[src/hdl/asa_pkg.sv]
// ----------------------------------------------------------------------------
// asa_pkg
// Shared types, constants and helpers for the shelf atlas allocator.
// ----------------------------------------------------------------------------
package asa_pkg;

  typedef struct packed {
    logic [14:0] req_width;
    logic [14:0] req_height;
  } asa_in_t;

  typedef struct packed {
    logic [13:0] place_x;
    logic [13:0] place_y;
    logic [14:0] place_width;
    logic [14:0] place_height;
    logic [14:0] atlas_width;
    logic [14:0] atlas_height;
    logic        grew;
    logic [1:0]  status;
  } asa_out_t;

  typedef struct packed {
    logic [14:0] left_x;
    logic [14:0] top_y;
    logic [14:0] space;
    logic [14:0] tall;
  } asa_row_t;

  typedef struct packed {
    logic        valid;
    logic [14:0] rw;
    logic [14:0] rh;
  } asa_probe_t;

  typedef enum logic [2:0] {
    ST_IDLE,
    ST_SCAN,
    ST_GROW,
    ST_COMMIT,
    ST_OUT
  } asa_state_t;

  localparam logic [1:0] STATUS_OK   = 2'd0;
  localparam logic [1:0] STATUS_SIDE = 2'd1;
  localparam logic [1:0] STATUS_FULL = 2'd2;

  // smallest power of two at or above v, at most 2^15 for any 15-bit input
  function automatic logic [16:0] pow2_ceil(input logic [14:0] v);
    logic [16:0] p;
    p = 17'd1;
    for (int k = 0; k < 16; k++) begin
      if (p < {2'b00, v}) p = p << 1;
    end
    return p;
  endfunction

endpackage

[src/hdl/asa_cell.sv]
// ----------------------------------------------------------------------------
// asa_cell
// One row slot: holds a row, forwards the probe and the first-fit hit flag.
// ----------------------------------------------------------------------------
module asa_cell
  import asa_pkg::*;
(
  input  logic       clk,
  input  logic       rst_n,
  input  logic       occ_set,
  input  logic       clr_all,
  input  logic       wr_en,
  input  asa_row_t   wr_row,
  input  logic       upd_en,
  input  logic [14:0] upd_w,
  input  asa_probe_t probe_in,
  input  logic       hit_in,
  output asa_probe_t probe_out,
  output logic       hit_out,
  output logic       mine,
  output asa_row_t   row
);

  logic     occ_r;
  asa_row_t row_r;
  asa_probe_t probe_r;
  logic     hit_r;
  logic     fit;

  assign fit = occ_r && probe_in.valid && probe_in.rw <= row_r.space &&
               probe_in.rh <= row_r.tall;

  always_ff @(posedge clk) begin
    if (!rst_n) begin
      occ_r         <= 1'b0;
      probe_r.valid <= 1'b0;
      hit_r         <= 1'b0;
    end else begin
      if (clr_all) occ_r <= 1'b0;
      else if (occ_set) occ_r <= 1'b1;
      probe_r.valid <= probe_in.valid;
      hit_r         <= probe_in.valid && (hit_in || fit);
    end
    probe_r.rw <= probe_in.rw;
    probe_r.rh <= probe_in.rh;
    if (wr_en) row_r <= wr_row;
    else if (upd_en) begin
      row_r.left_x <= row_r.left_x + upd_w;
      row_r.space  <= row_r.space - upd_w;
    end
  end

  assign mine      = probe_in.valid && fit && !hit_in;
  assign probe_out = probe_r;
  assign hit_out   = hit_r;
  assign row       = row_r;

endmodule

[config.mk]
export PLATFORM = sky130hd
export DESIGN_NAME = asa_cell
export DESIGN_NICKNAME = d
export VERILOG_FILES = /design/src/hdl/asa_pkg.sv /design/src/hdl/asa_cell.sv
export SDC_FILE = /design/constraint.sdc
export NUM_CORES = 1
export LEC_CHECK = 0
export BUFFER_PORTS_ARGS = -buffer_cell sky130_fd_sc_hd__buf_2
export CORE_MARGIN = 2
export CORE_UTILIZATION = 53
export DETAILED_ROUTE_END_ITERATION = 16
export GPL_TIMING_DRIVEN = 0
export PLACE_DENSITY = 0.93
export REMOVE_ABC_BUFFERS = 1
export SYNTH_ARGS = -nofsm -noshare
export SYNTH_HDL_FRONTEND = slang
export SYNTH_SLANG_ARGS = --single-unit
export TNS_END_PERCENT = 100
[constraint.sdc]
create_clock -name clk -period 7.6 [get_ports clk]
set_clock_uncertainty 0.2 [all_clocks]
set_input_delay 0.76 -clock clk [delete_from_list [all_inputs] [get_ports clk]]
set_output_delay 0.76 -clock clk [all_outputs]
set_load 0.02 [all_outputs]
After elaboration in Yosys (flattened, before gate mapping). Index checks and enable logic that the tools add are counted.

Register bits: 93. Output and inout bits: 93.

Add/subtract/negate cells: 2. $lt $le $gt $ge: 2. Multiplexer cells: 4. Bitwise logic cells: 1. Reductions and logical operators: 10.

Operators with widths (number): 2-to-1 mux 15 bit (4); <= comparator 15 bit (2); adder 15 bit (1); subtractor 15 bit (1); logical AND 1 bit (6); nonzero test 2 bit (1); OR reduction 2 bit (1); logical NOT 1 bit (1); logical OR 1 bit (1); NOT 1 bit (1).

Longest topological paths before layout. Gate-level depths: netlist of run 1.

Word-level depth: 5. Mapped depth: 9. Mapped depth without buffers: 9.

Worst setup path after synthesis of run 1. OpenSTA, ideal clock, no wires.

Path type: input port to output port. Start point: in probe_in[10] (netlist bit). End point: out mine. Arrival: 2.185 ns. Setup slack: 4.455 ns. Stages: 6. Cell sequence: ha_1 > a21oi_1 > o21ai_0 > a221oi_1 > a21oi_1 > nor3_1.

Longest elaborated chain between the ends: 4.

RTL lines: from (decl) (line asa_cell.sv:16) `input asa_probe_t probe_in,`; <= comparator 15 bit (not written as such) (line asa_cell.sv:31) `probe_in.rh <= row_r.tall;`; logical AND 1 bit (line asa_cell.sv:30) `assign fit = occ_r && probe_in.valid && probe_in.rw <= row_r.space &&`; logical AND 1 bit (2 in series) (line asa_cell.sv:53) `assign mine = probe_in.valid && fit && !hit_in;`; to (decl) (line asa_cell.sv:20) `output logic mine,`.

No other way between the ends.

Worst setup path in the final report of run 1. Same ends and word-level chain as after synthesis.

==> results of run 1 <==
how the worst max path moves through the flow:
stage / endpoint / cells after the start / startpoint / slack (ps)
6_report: mine / 8 / probe_in[10] / 4190
5_1_grt: mine / 8 / probe_in[10] / 4090
4_1_cts: mine / 8 / probe_in[10] / 4190
3_5_place_dp: mine / 8 / probe_in[10] / 4200
3_3_place_gp: row[29] / 5 / wr_en / 3960
2_1_floorplan: mine / 6 / probe_in[10] / 4450
where the power goes:
group	switching, mW	total, mW	internal [mW]
Sequential	0.0365	0.645	0.609
Combinational	0.338	0.561	0.223
Clock	0.198	0.326	0.128
Total	0.573	1.53	0.959
cells in the final DEF, fill, tap and decap left out, types with 4 or more instances in the layout:
| master | n |
|---|---|
| a21o_1 | 10 |
| nand4_1 | 7 |
| and3_1 | 4 |
| nor2_1 | 23 |
| and2_1 | 4 |
| nand3b_1 | 4 |
| clkbuf_8 | 9 |
| o21a_1 | 10 |
| dfxtp_1 | 33 |
| buf_2 | 204 |
| nand3_1 | 6 |
| inv_1 | 56 |
| o31ai_1 | 7 |
| a211oi_1 | 17 |
| nor3b_1 | 5 |
| ha_1 | 58 |
| nor3_1 | 9 |
| o21ai_0 | 30 |
| edfxtp_1 | 60 |
| nand2_1 | 30 |
| a21oi_1 | 23 |
| xor2_1 | 7 |
registers in the layout (all words and copies together), names as in the netlist:
| signal | flops |
|---|---|
| hit_out | 1 |
| occ_r | 1 |
| probe_out | 31 |
| row | 60 |
critical path, cell delays in order:
cell,delay [ps]
buf_2,100
ha_1,320
a21oi_1,170
o21ai_0,120
a221oi_1,420
a21oi_1,130
nor3_1,230
buf_2,210
kinds of logic (layout without fill, tap and decap cells):
kind of cell | after synthesis | after routing
AO/OA/AOI/OAI | 134 | 134
AND/OR/NAND/NOR | 108 | 108
flip-flops | 93 | 93
buffers and inverters | 65 | 277
adder cells (fa/ha/maj) | 60 | 60
XOR/XNOR | 10 | 10
multiplexers | 2 | 2
metal layers:
layer  share of wire (%)  GRT usage (%)  vias to the layer above
li1                    -              -                     2183
met1                  37           29.8                     2102
met2                  51           45.8                      275
met3                 9.6           5.94                       34
met4                 2.2           8.21                        0
met5                   0              0                        -
metrics by stage:
stage	power [mW]	hold WS (ps)
after floorplan	1.02	273
after global placement	1.17	282
after detailed placement	1.21	291
after CTS	1.53	296
after global routing	1.62	284
final	1.53	304
layout make-up:
cell class / instances / area, um^2
clock buffer: 9 / 124
clock inverter: 7 / 68.8
fill: 694 / 2830
inverter: 56 / 210
multi-input combinational: 314 / 2360
sequential: 93 / 2460
tap: 129 / 161
timing repair buffer: 205 / 1030
==> out/metrics.csv, run 1 <==
stage,metric,value,unit
grt,antenna violations before repair,0,
pwr,P per Cell Area,239,mW/mm^2
clock_tree,CTS Root Cell,clkbuf_8,
floorplanning,Ports,206,
logic_synthesis,Synth top area share,35.6,%
logic_synthesis,Synth Warn #,0,
sta,Setup TNS,0,ps
logic_synthesis,Synth Area in Simple Gates,10.9,%
drt,wire per inst,16.7,um
grt,vias in the first global route,4481,
logic_synthesis,Yosys reg bits,93,
setup_path,critical path class,input pin to output pin,
pwr,Lkg Pwr,3.10,nW
hold_path,Hold Crit Class,flip-flop to flip-flop,
logic_synthesis,main combinational cell family by area after synthesis,compound AO/OA/AOI/OAI gates,
clock_tree,cts bufs inserted,9,
clock_tree,clock sink total,93,
grt,remaining global-route overflow,0,
logic_synthesis,area share of fa/ha/maj cells after synthesis,15.1,%
sta,Final WS setup,4190,ps
logic_synthesis,Post-synth EDFFs,60,
logic_synthesis,"Top FF cell, synth",edfxtp_1,
floorplanning,Die Ht,102,um
floorplanning,Initial Util,54.8,%
sta,Worst slew margin,38.2,%
clock_tree,"Clk Latency, worst-skew pair",360,ps
setup_path,reg2reg path depth,9,
placement,dpl hpwl,10800,um
clock_tree,CTS max path bufs,2,
setup_path,reg2reg end,row[25],
setup_path,"reg-to-reg slack, setup",4590,ps
drt,final antenna-violating net count,0,
floorplanning,# rows,35,
logic_synthesis,most frequent cell after synthesis,edfxtp_1,
sta,achievable clock frequency,293,MHz
drt,vias,4594,
placement,Port Buffers,205,
logic_synthesis,Synth area leaders,"edfxtp_1 36%, ha_1 14%, dfxtp_1 13%",
clock_tree,CTS tree,yes,
logic_synthesis,cell count after synthesis,472,
logic_synthesis,Post-Syn Area,0.00506,mm^2
logic_synthesis,synth unique cells,57,
logic_synthesis,ys async rst share,0,%
clock_tree,CTS resizes,0,
grt,GRT Total Usage,25.4,%
layout,Diodes inserted,0,
clock_tree,clk slew on worst S/H paths,90,ps
drt,# DRC,0,
grt,first-pass GRT wire length,20700,um
hold_path,Worst Hold Path EP,occ_r,
sta,RSZ-0062 raised after global routing,no,
sta,Least-Margin Pin Slew,927,ps
logic_synthesis,"area leader, netlist",edfxtp_1,
placement,pre-CTS setup slack,4200,ps
sta,Final setup viols,0,
layout,Finished Layout Cells,813,
placement,Post-DP Area,0.00622,mm^2
logic_synthesis,synth cell count leaders,"60 x edfxtp_1, 58 x ha_1, 56 x inv_1",
placement,RD Place Congestion,0.868,
setup_path,Worst setup SP type,input pin,
clock_tree,H-Tree Depth,3,
logic_synthesis,complex-gate fraction of the synthesized area,18.3,%
sta,Final Cycle Share,44.9,%
setup_path,CP Data Arrival Time,2450,ps
floorplanning,core area,0.00924,mm^2
layout,share of cells above drive strength 1,33.5,%
setup_path,Worst Path Max Fanout,3,
layout,# nets final,852,
sta,Pins Over Slew Limit,0,
drt,drt total wl,13600,um
placement,Placed Cells,797,
clock_tree,# hold bufs at CTS,0,
logic_synthesis,XOR/XNOR share of the synthesized area,1.73,%
drt,via/cell ratio,5.65,
logic_synthesis,post-synthesis sequential area ratio,48.6,%
drt,initial DRC count,178,
logic_synthesis,Avg Synthesized Cell Area,10.7,um^2
sta,Final Hold Fails,0,
sta,Final min period,3410,ps
hold_path,Hold Path Origin,occ_r,
layout,cell area after layout,0.00641,mm^2
layout,P&R area growth vs syn,26.6,%
layout,final core area utilization,69.4,%
grt,largest net degree at the start of global routing,91,
clock_tree,"Setup Fix Bufs, Post-CTS",0,
flow_run,maxcap violations,0,
drt,DR pass1 iterations,5,
logic_synthesis,post-synthesis mux area share,0.445,%
setup_path,Setup crit end kind,output pin,
floorplanning,die area,0.0104,mm^2
hold_path,Hold Crit Depth,2,
pwr,Peak VDD IR,126,uV
setup_path,CP Data Required Time,6640,ps
setup_path,worst r2r src,row[15],
outcome,run status,"finished, final reports clean",
floorplanning,chip width,102,um
Note: power is estimated with default switching activity, not from simulation.
==> run 2: changes to the inputs <==
CORE_UTILIZATION = 49   (was 53)
PLACE_DENSITY = 0.87   (was 0.93)
clock period = 3.3 ns   (was 7.6 ns; I/O delays follow)
==> run 2 against run 1 <==
Compared with the run above: flip-flop and latch count is the same; register-to-register slack lost 4300 ps; largest power group unchanged; count of clock-buffer cells in the layout did not move; core utilization down 0.087 points; critical path depth up 1; first-iteration DRC count increased by 98%; clock power rose by 140%; cell count rose by 8.6%; non-clock buffer count up 63; worst setup slack worse by 4100 ps; largest cell class unchanged; via count is 9.6% higher; combinational power is 140% higher.
==> out/metrics.csv, run 2 (synthesis results as in run 1) <==
stage,metric,value,unit
pwr,P per Cell Area,515,mW/mm^2
clock_tree,CTS max path bufs,2,
pwr,sequential fraction of design power,41.2,%
clock_tree,"Clk Latency, worst-skew pair",380,ps
layout,max reg flops,60,
hold_path,Hold Path Origin,wr_row[49],
placement,dpl hpwl,10600,um
drt,final antenna-violating net count,0,
setup_path,Setup crit end kind,output pin,
floorplanning,die area,0.0112,mm^2
drt,DR pass1 iterations,5,
layout,P&R area growth vs syn,39.4,%
hold_path,Hold Crit Depth,2,
drt,drt total wl,16400,um
sta,achievable clock frequency,309,MHz
sta,RSZ-0062 raised after global routing,no,
sta,Least-Margin Pin Slew,963,ps
sta,Final min period,3240,ps
clock_tree,clock sink total,93,
pwr,internal power,2.26,mW
placement,Placed Cells,804,
layout,"most common cell after layout, fill and taps aside",buf_2,
clock_tree,clk slew on worst S/H paths,110,ps
sta,Worst slew margin,35.8,%
sta,Final setup viols,0,
clock_tree,cts bufs inserted,9,
pwr,Switching Fraction,37.8,%
grt,vias in the first global route,5046,
setup_path,reg2reg path depth,9,
hold_path,Hold Crit Class,input pin to flip-flop,
setup_path,critical path's slowest cell,dlygate4sd3_1,
setup_path,"reg-to-reg slack, setup",330,ps
setup_path,CP Data Required Time,2770,ps
sta,Final Cycle Share,98.1,%
setup_path,Worst Path Max Fanout,3,
placement,Port Buffers,205,
clock_tree,CTS tree,yes,
layout,most frequent cells in the layout,"204 x buf_2, 63 x dlygate4sd3_1, 60 x edfxtp_1",
floorplanning,Die Ht,106,um
layout,share of cells above drive strength 1,30.9,%
placement,RD Place Congestion,0.873,
floorplanning,chip width,106,um
grt,remaining global-route overflow,0,
drt,# DRC,0,
sta,Pins Over Slew Limit,0,
pwr,Peak VDD IR,227,uV
setup_path,CP Data Arrival Time,2710,ps
floorplanning,Initial Util,49.7,%
pwr,Gate power share,37.5,%
clock_tree,H-Tree Depth,3,
hold_path,Worst Hold Path EP,row[49],
grt,GRT Total Usage,29.2,%
setup_path,worst path cell trace,dlygate4sd3_1 > buf_2 > ha_1 > a21oi_1 > o21ai_0 > a221oi_2 > a21oi_1 > nor3_1 > buf_2,
setup_path,Buf/Inv on CP,3,
layout,# nets final,915,
layout,Finished Layout Cells,883,
grt,antenna violations before repair,0,
flow_run,maxcap violations,0,
floorplanning,core area,0.0102,mm^2
sta,Final Hold Fails,0,
setup_path,critical path class,input pin to output pin,
setup_path,crit-path max cell delay,540,ps
floorplanning,# rows,37,
pwr,Lkg Pwr,3.36,nW
setup_path,"CP delay by family, top",compound AO/OA/AOI/OAI gates,
grt,largest net degree at the start of global routing,91,
drt,vias,5033,
pwr,Net Sw Power,1.37,mW
floorplanning,Ports,206,
clock_tree,CTS Root Cell,clkbuf_8,
layout,Diodes inserted,0,
setup_path,reg2reg end,row[25],
outcome,run status,"finished, final reports clean",
drt,initial DRC count,352,
pwr,Clk network pwr share,21.4,%
drt,wire per inst,18.6,um
setup_path,worst r2r src,row[15],
drt,via/cell ratio,5.70,
setup_path,Worst setup SP type,input pin,
grt,first-pass GRT wire length,25400,um
sta,hold_ws,16.1,ps
pwr,Final Total Pwr,3.63,mW
run 2: cell types whose count changed in the layout (fill, tap and decap cells not counted), sizes merged:
| cell | before | now |
|---|---|---|
| dlygate4sd3 | 0 | 63 |
| clkinvlp | 0 | 1 |
| inv | 59 | 58 |
run 2: layout make-up:
cell class	count	area (um^2)
clock buffers	9	124
clock inverters	7	70.1
fillers	747	3120
inverters	56	210
multi-input cells	314	2360
flip-flops and latches	93	2460
well taps	136	170
repair buffers	268	1660
run 2: worst max-delay path by stage:
stage,start,end,cells after the start
2_1_floorplan,row[15],row[29],9
3_3_place_gp,wr_en,row[58],5
3_5_place_dp,row[15],row[25],9
4_1_cts,probe_in[10],mine,9
5_1_grt,probe_in[10],mine,9
6_report,probe_in[10],mine,9
run 2: per-stage QoR:
stage | setup WS (ps) | setup TNS (ps) | util [%] | instance area, um^2
floorplan | 623 | 0 | - | 5030
global placement | -43.3 | -80.9 | 61.1 | 6230
finish | 62.8 | 0 | 69.3 | 7060
global route | 11.5 | 0 | 69.3 | 7060
CTS | 240 | 0 | 69.3 | 7050
detailed placement | 344 | 0 | 61.2 | 6230
run 2: timing repair:
action,in CTS,in global routing
buffers inserted,0,0
gates resized for setup,0,1
hold buffers,63,0
setup endpoints to repair,0,1
hold endpoints to repair,62,0
run 2: routing by layer:
metal / track usage (%) / wire, um / vias up
li1: - / - / 2317
met1: 33.1 / 6160 / 2358
met2: 52.1 / 8280 / 298
met3: 7.61 / 1330 / 60
met4: 12.2 / 650 / 0
met5: 0 / 0 / -
run 2: power by group through the flow:
stage,registers [mW],logic [mW],clock network [mW]
2_1_floorplan,1.66,0.696,0
3_3_place_gp,1.51,1.20,0
3_5_place_dp,1.51,1.26,0
4_1_cts,1.49,1.33,0.764
5_1_grt,1.51,1.50,0.820
6_report,1.50,1.36,0.777
==> run 3: changes to the inputs <==
==> constraint.sdc (replaced) <==
create_clock -name clk -period 3.3 [get_ports clk]
set_clock_uncertainty 0.2 [all_clocks]
set_input_delay 0.165 -clock clk [delete_from_list [all_inputs] [get_ports clk]]
set_output_delay 0.165 -clock clk [all_outputs]
set_load 0.02 [all_outputs]
==> run 3 against run 2 <==
Compared with the run above: total power rose by 0.84%; sequential power barely moved; hold slack improved by 9.1 ps; highest routed layer unchanged; via count rose by 2.7%; final area rose by 4.2%; non-clock buffer count rose by 30; register-to-register slack barely moved; cell count rose by 3.5%; worst setup slack improved by 260 ps; maximum frequency rose by 8.9%; global-route usage rose by 0.89 points; critical path depth did not move; critical path type is now flip-flop to flip-flop; largest cell class unchanged; critical endpoint is now row[25]; largest power group unchanged.
==> out/metrics.csv, run 3 (synthesis results as in run 1) <==
stage,metric,value,unit
layout,fillers,714,
pwr,internal power,2.28,mW
setup_path,Worst Setup EP,row[25],
floorplanning,chip width,106,um
drt,wire per inst,18.6,um
setup_path,Setup crit end kind,flip-flop,
clock_tree,H-Tree Depth,3,
setup_path,worst r2r src,row[15],
sta,Least-Margin Pin Slew,992,ps
drt,vias,5171,
floorplanning,die area,0.0112,mm^2
hold_path,Hold Path Origin,wr_row[59],
pwr,Switching Fraction,37.7,%
sta,Final setup viols,0,
grt,first-pass GRT wire length,26100,um
setup_path,"reg-to-reg slack, setup",330,ps
clock_tree,clk slew on worst S/H paths,110,ps
layout,"most common cell after layout, fill and taps aside",buf_2,
floorplanning,# rows,37,
setup_path,critical path class,flip-flop to flip-flop,
floorplanning,Ports,206,
clock_tree,CTS tree,yes,
setup_path,crit-path max cell delay,470,ps
setup_path,CP most frequent cell,inv_1,
drt,M1 WL,6350,um
setup_path,Critical Path Start,row[15],
pwr,sequential fraction of design power,40.8,%
floorplanning,Die Ht,106,um
drt,DR top layer,met4,
hold_path,Hold Crit Class,input pin to flip-flop,
sta,Final Hold Fails,0,
layout,P&R area growth vs syn,45.3,%
clock_tree,clock sink total,93,
drt,via/cell ratio,5.66,
sta,Final Cycle Share,90.1,%
drt,final antenna-violating net count,0,
placement,Port Buffers,205,
floorplanning,core area,0.0102,mm^2
setup_path,CP Data Required Time,3200,ps
sta,achievable clock frequency,336,MHz
grt,remaining global-route overflow,0,
drt,initial DRC count,386,
clock_tree,"Clk Latency, worst-skew pair",370,ps
setup_path,Worst setup SP type,flip-flop,
drt,DR pass1 iterations,5,
grt,vias in the first global route,5271,
layout,Sequential Area,0.00246,mm^2
setup_path,reg2reg end,row[25],
sta,Pins Over Slew Limit,0,
drt,met3 wire length,1200,um
grt,largest net degree at the start of global routing,91,
clock_tree,cts bufs inserted,9,
clock_tree,CTS Root Cell,clkbuf_8,
setup_path,worst path cell trace,inv_1 > ha_1 > inv_1 > fa_1 > a211oi_1 > o211ai_1 > a41oi_1 > xor2_1 > o21ai_0,
grt,antenna violations before repair,1,
setup_path,critical path's slowest cell,a41oi_1,
outcome,run status,"finished, final reports clean",
sta,Final min period,2970,ps
flow_run,maxcap violations,0,
layout,share of cells above drive strength 1,29.6,%
drt,WL met2,8690,um
drt,drt total wl,17000,um
layout,# nets final,945,
clock_tree,CTS resizes,0,
pwr,Lkg Pwr,3.48,nW
floorplanning,Initial Util,49.7,%
pwr,Clk network pwr share,21.2,%
pwr,Gate power share,37.9,%
pwr,Net Sw Power,1.38,mW
layout,most frequent cells in the layout,"204 x buf_2, 93 x dlygate4sd3_1, 60 x edfxtp_1",
setup_path,reg2reg path depth,9,
placement,RD Place Congestion,0.873,
layout,final core area utilization,72.2,%
placement,dpl hpwl,10600,um
pwr,P per Cell Area,498,mW/mm^2
pwr,Peak VDD IR,244,uV
sta,Setup TNS,0,ps
setup_path,CP Data Arrival Time,2880,ps
layout,max reg flops,60,
setup_path,Worst Path Max Fanout,3,
layout,Multi-input gate area,0.00236,mm^2
sta,Worst slew margin,33.8,%
drt,# DRC,0,
clock_tree,CTS max path bufs,2,
grt,GRT Total Usage,30.1,%
sta,RSZ-0062 raised after global routing,no,
[run 3: changes by cell type in the layout (fill, tap and decap cells not counted)]
cell           before  now
dlygate4sd3_1      63   93
a221oi_1            0    1
a221oi_2            1    0
diode_2             0    1
[run 3: critical path, delay by kind of cell, from the launching register on]
| family | cells | cell delay (ps) |
|---|---|---|
| flip-flops | 1 | 430 |
| AO/OA/AOI/OAI | 4 | 1150 |
| XOR/XNOR | 1 | 180 |
| buffers and inverters | 2 | 140 |
| adder cells (fa/ha/maj) | 2 | 600 |
[run 3: area by class of cell]
type                            instances  area share [%]
Tap cell                              136            2.31
Clock inverter                          7           0.952
Antenna cell                            1          0.0340
Timing Repair Buffer                  298            26.6
Sequential cell                        93            33.5
Multi-Input combinational cell        314            32.1
Inverter                               56            2.86
Clock buffer                            9            1.68
[run 3: worst min-delay path by stage]
| stage | slack, ps | cells after the start | to |
|---|---|---|---|
| floorplan | -7 | 0 | probe_out[0] |
| global placement | 80 | 1 | probe_out[15] |
| detailed placement | 80 | 1 | probe_out[15] |
| CTS | 20 | 3 | row[59] |
| global route | 40 | 3 | row[15] |
| finish | 30 | 3 | row[59] |
[run 3: per-layer routing]
metal | track usage [%] | up-vias
met3 | 6.06 | 61
li1 | - | 2374
met5 | 0 | -
met2 | 54.6 | 308
met1 | 33.5 | 2428
met4 | 14.8 | 0
[run 3: what timing repair did]
item,in CTS,in global routing
hold buffers,93,0
setup buffers,0,0
endpoints found under the hold margin,91,0
[run 3: power groups by stage]
stage               Sequential [mW]  Clock [mW]  Combinational [mW]
floorplan                      1.66           0               0.696
global route                   1.51       0.822                1.52
detailed placement             1.51           0                1.26
CTS                            1.49       0.764                1.35
global placement               1.51           0                1.20
finish                         1.50       0.778                1.39
[run 3: per-stage QoR]
step	instances	total power [mW]	setup WS [ps]	hold WS (ps)	cell area, um^2
final	914	3.66	328	25.2	7360
after global routing	914	3.86	190	44.4	7360
after CTS	913	3.60	338	21.2	7350
after detailed placement	804	2.77	344	84.0	6230
after global placement	804	2.71	122	82.9	6230
after floorplan	463	2.36	623	-7.28	5030
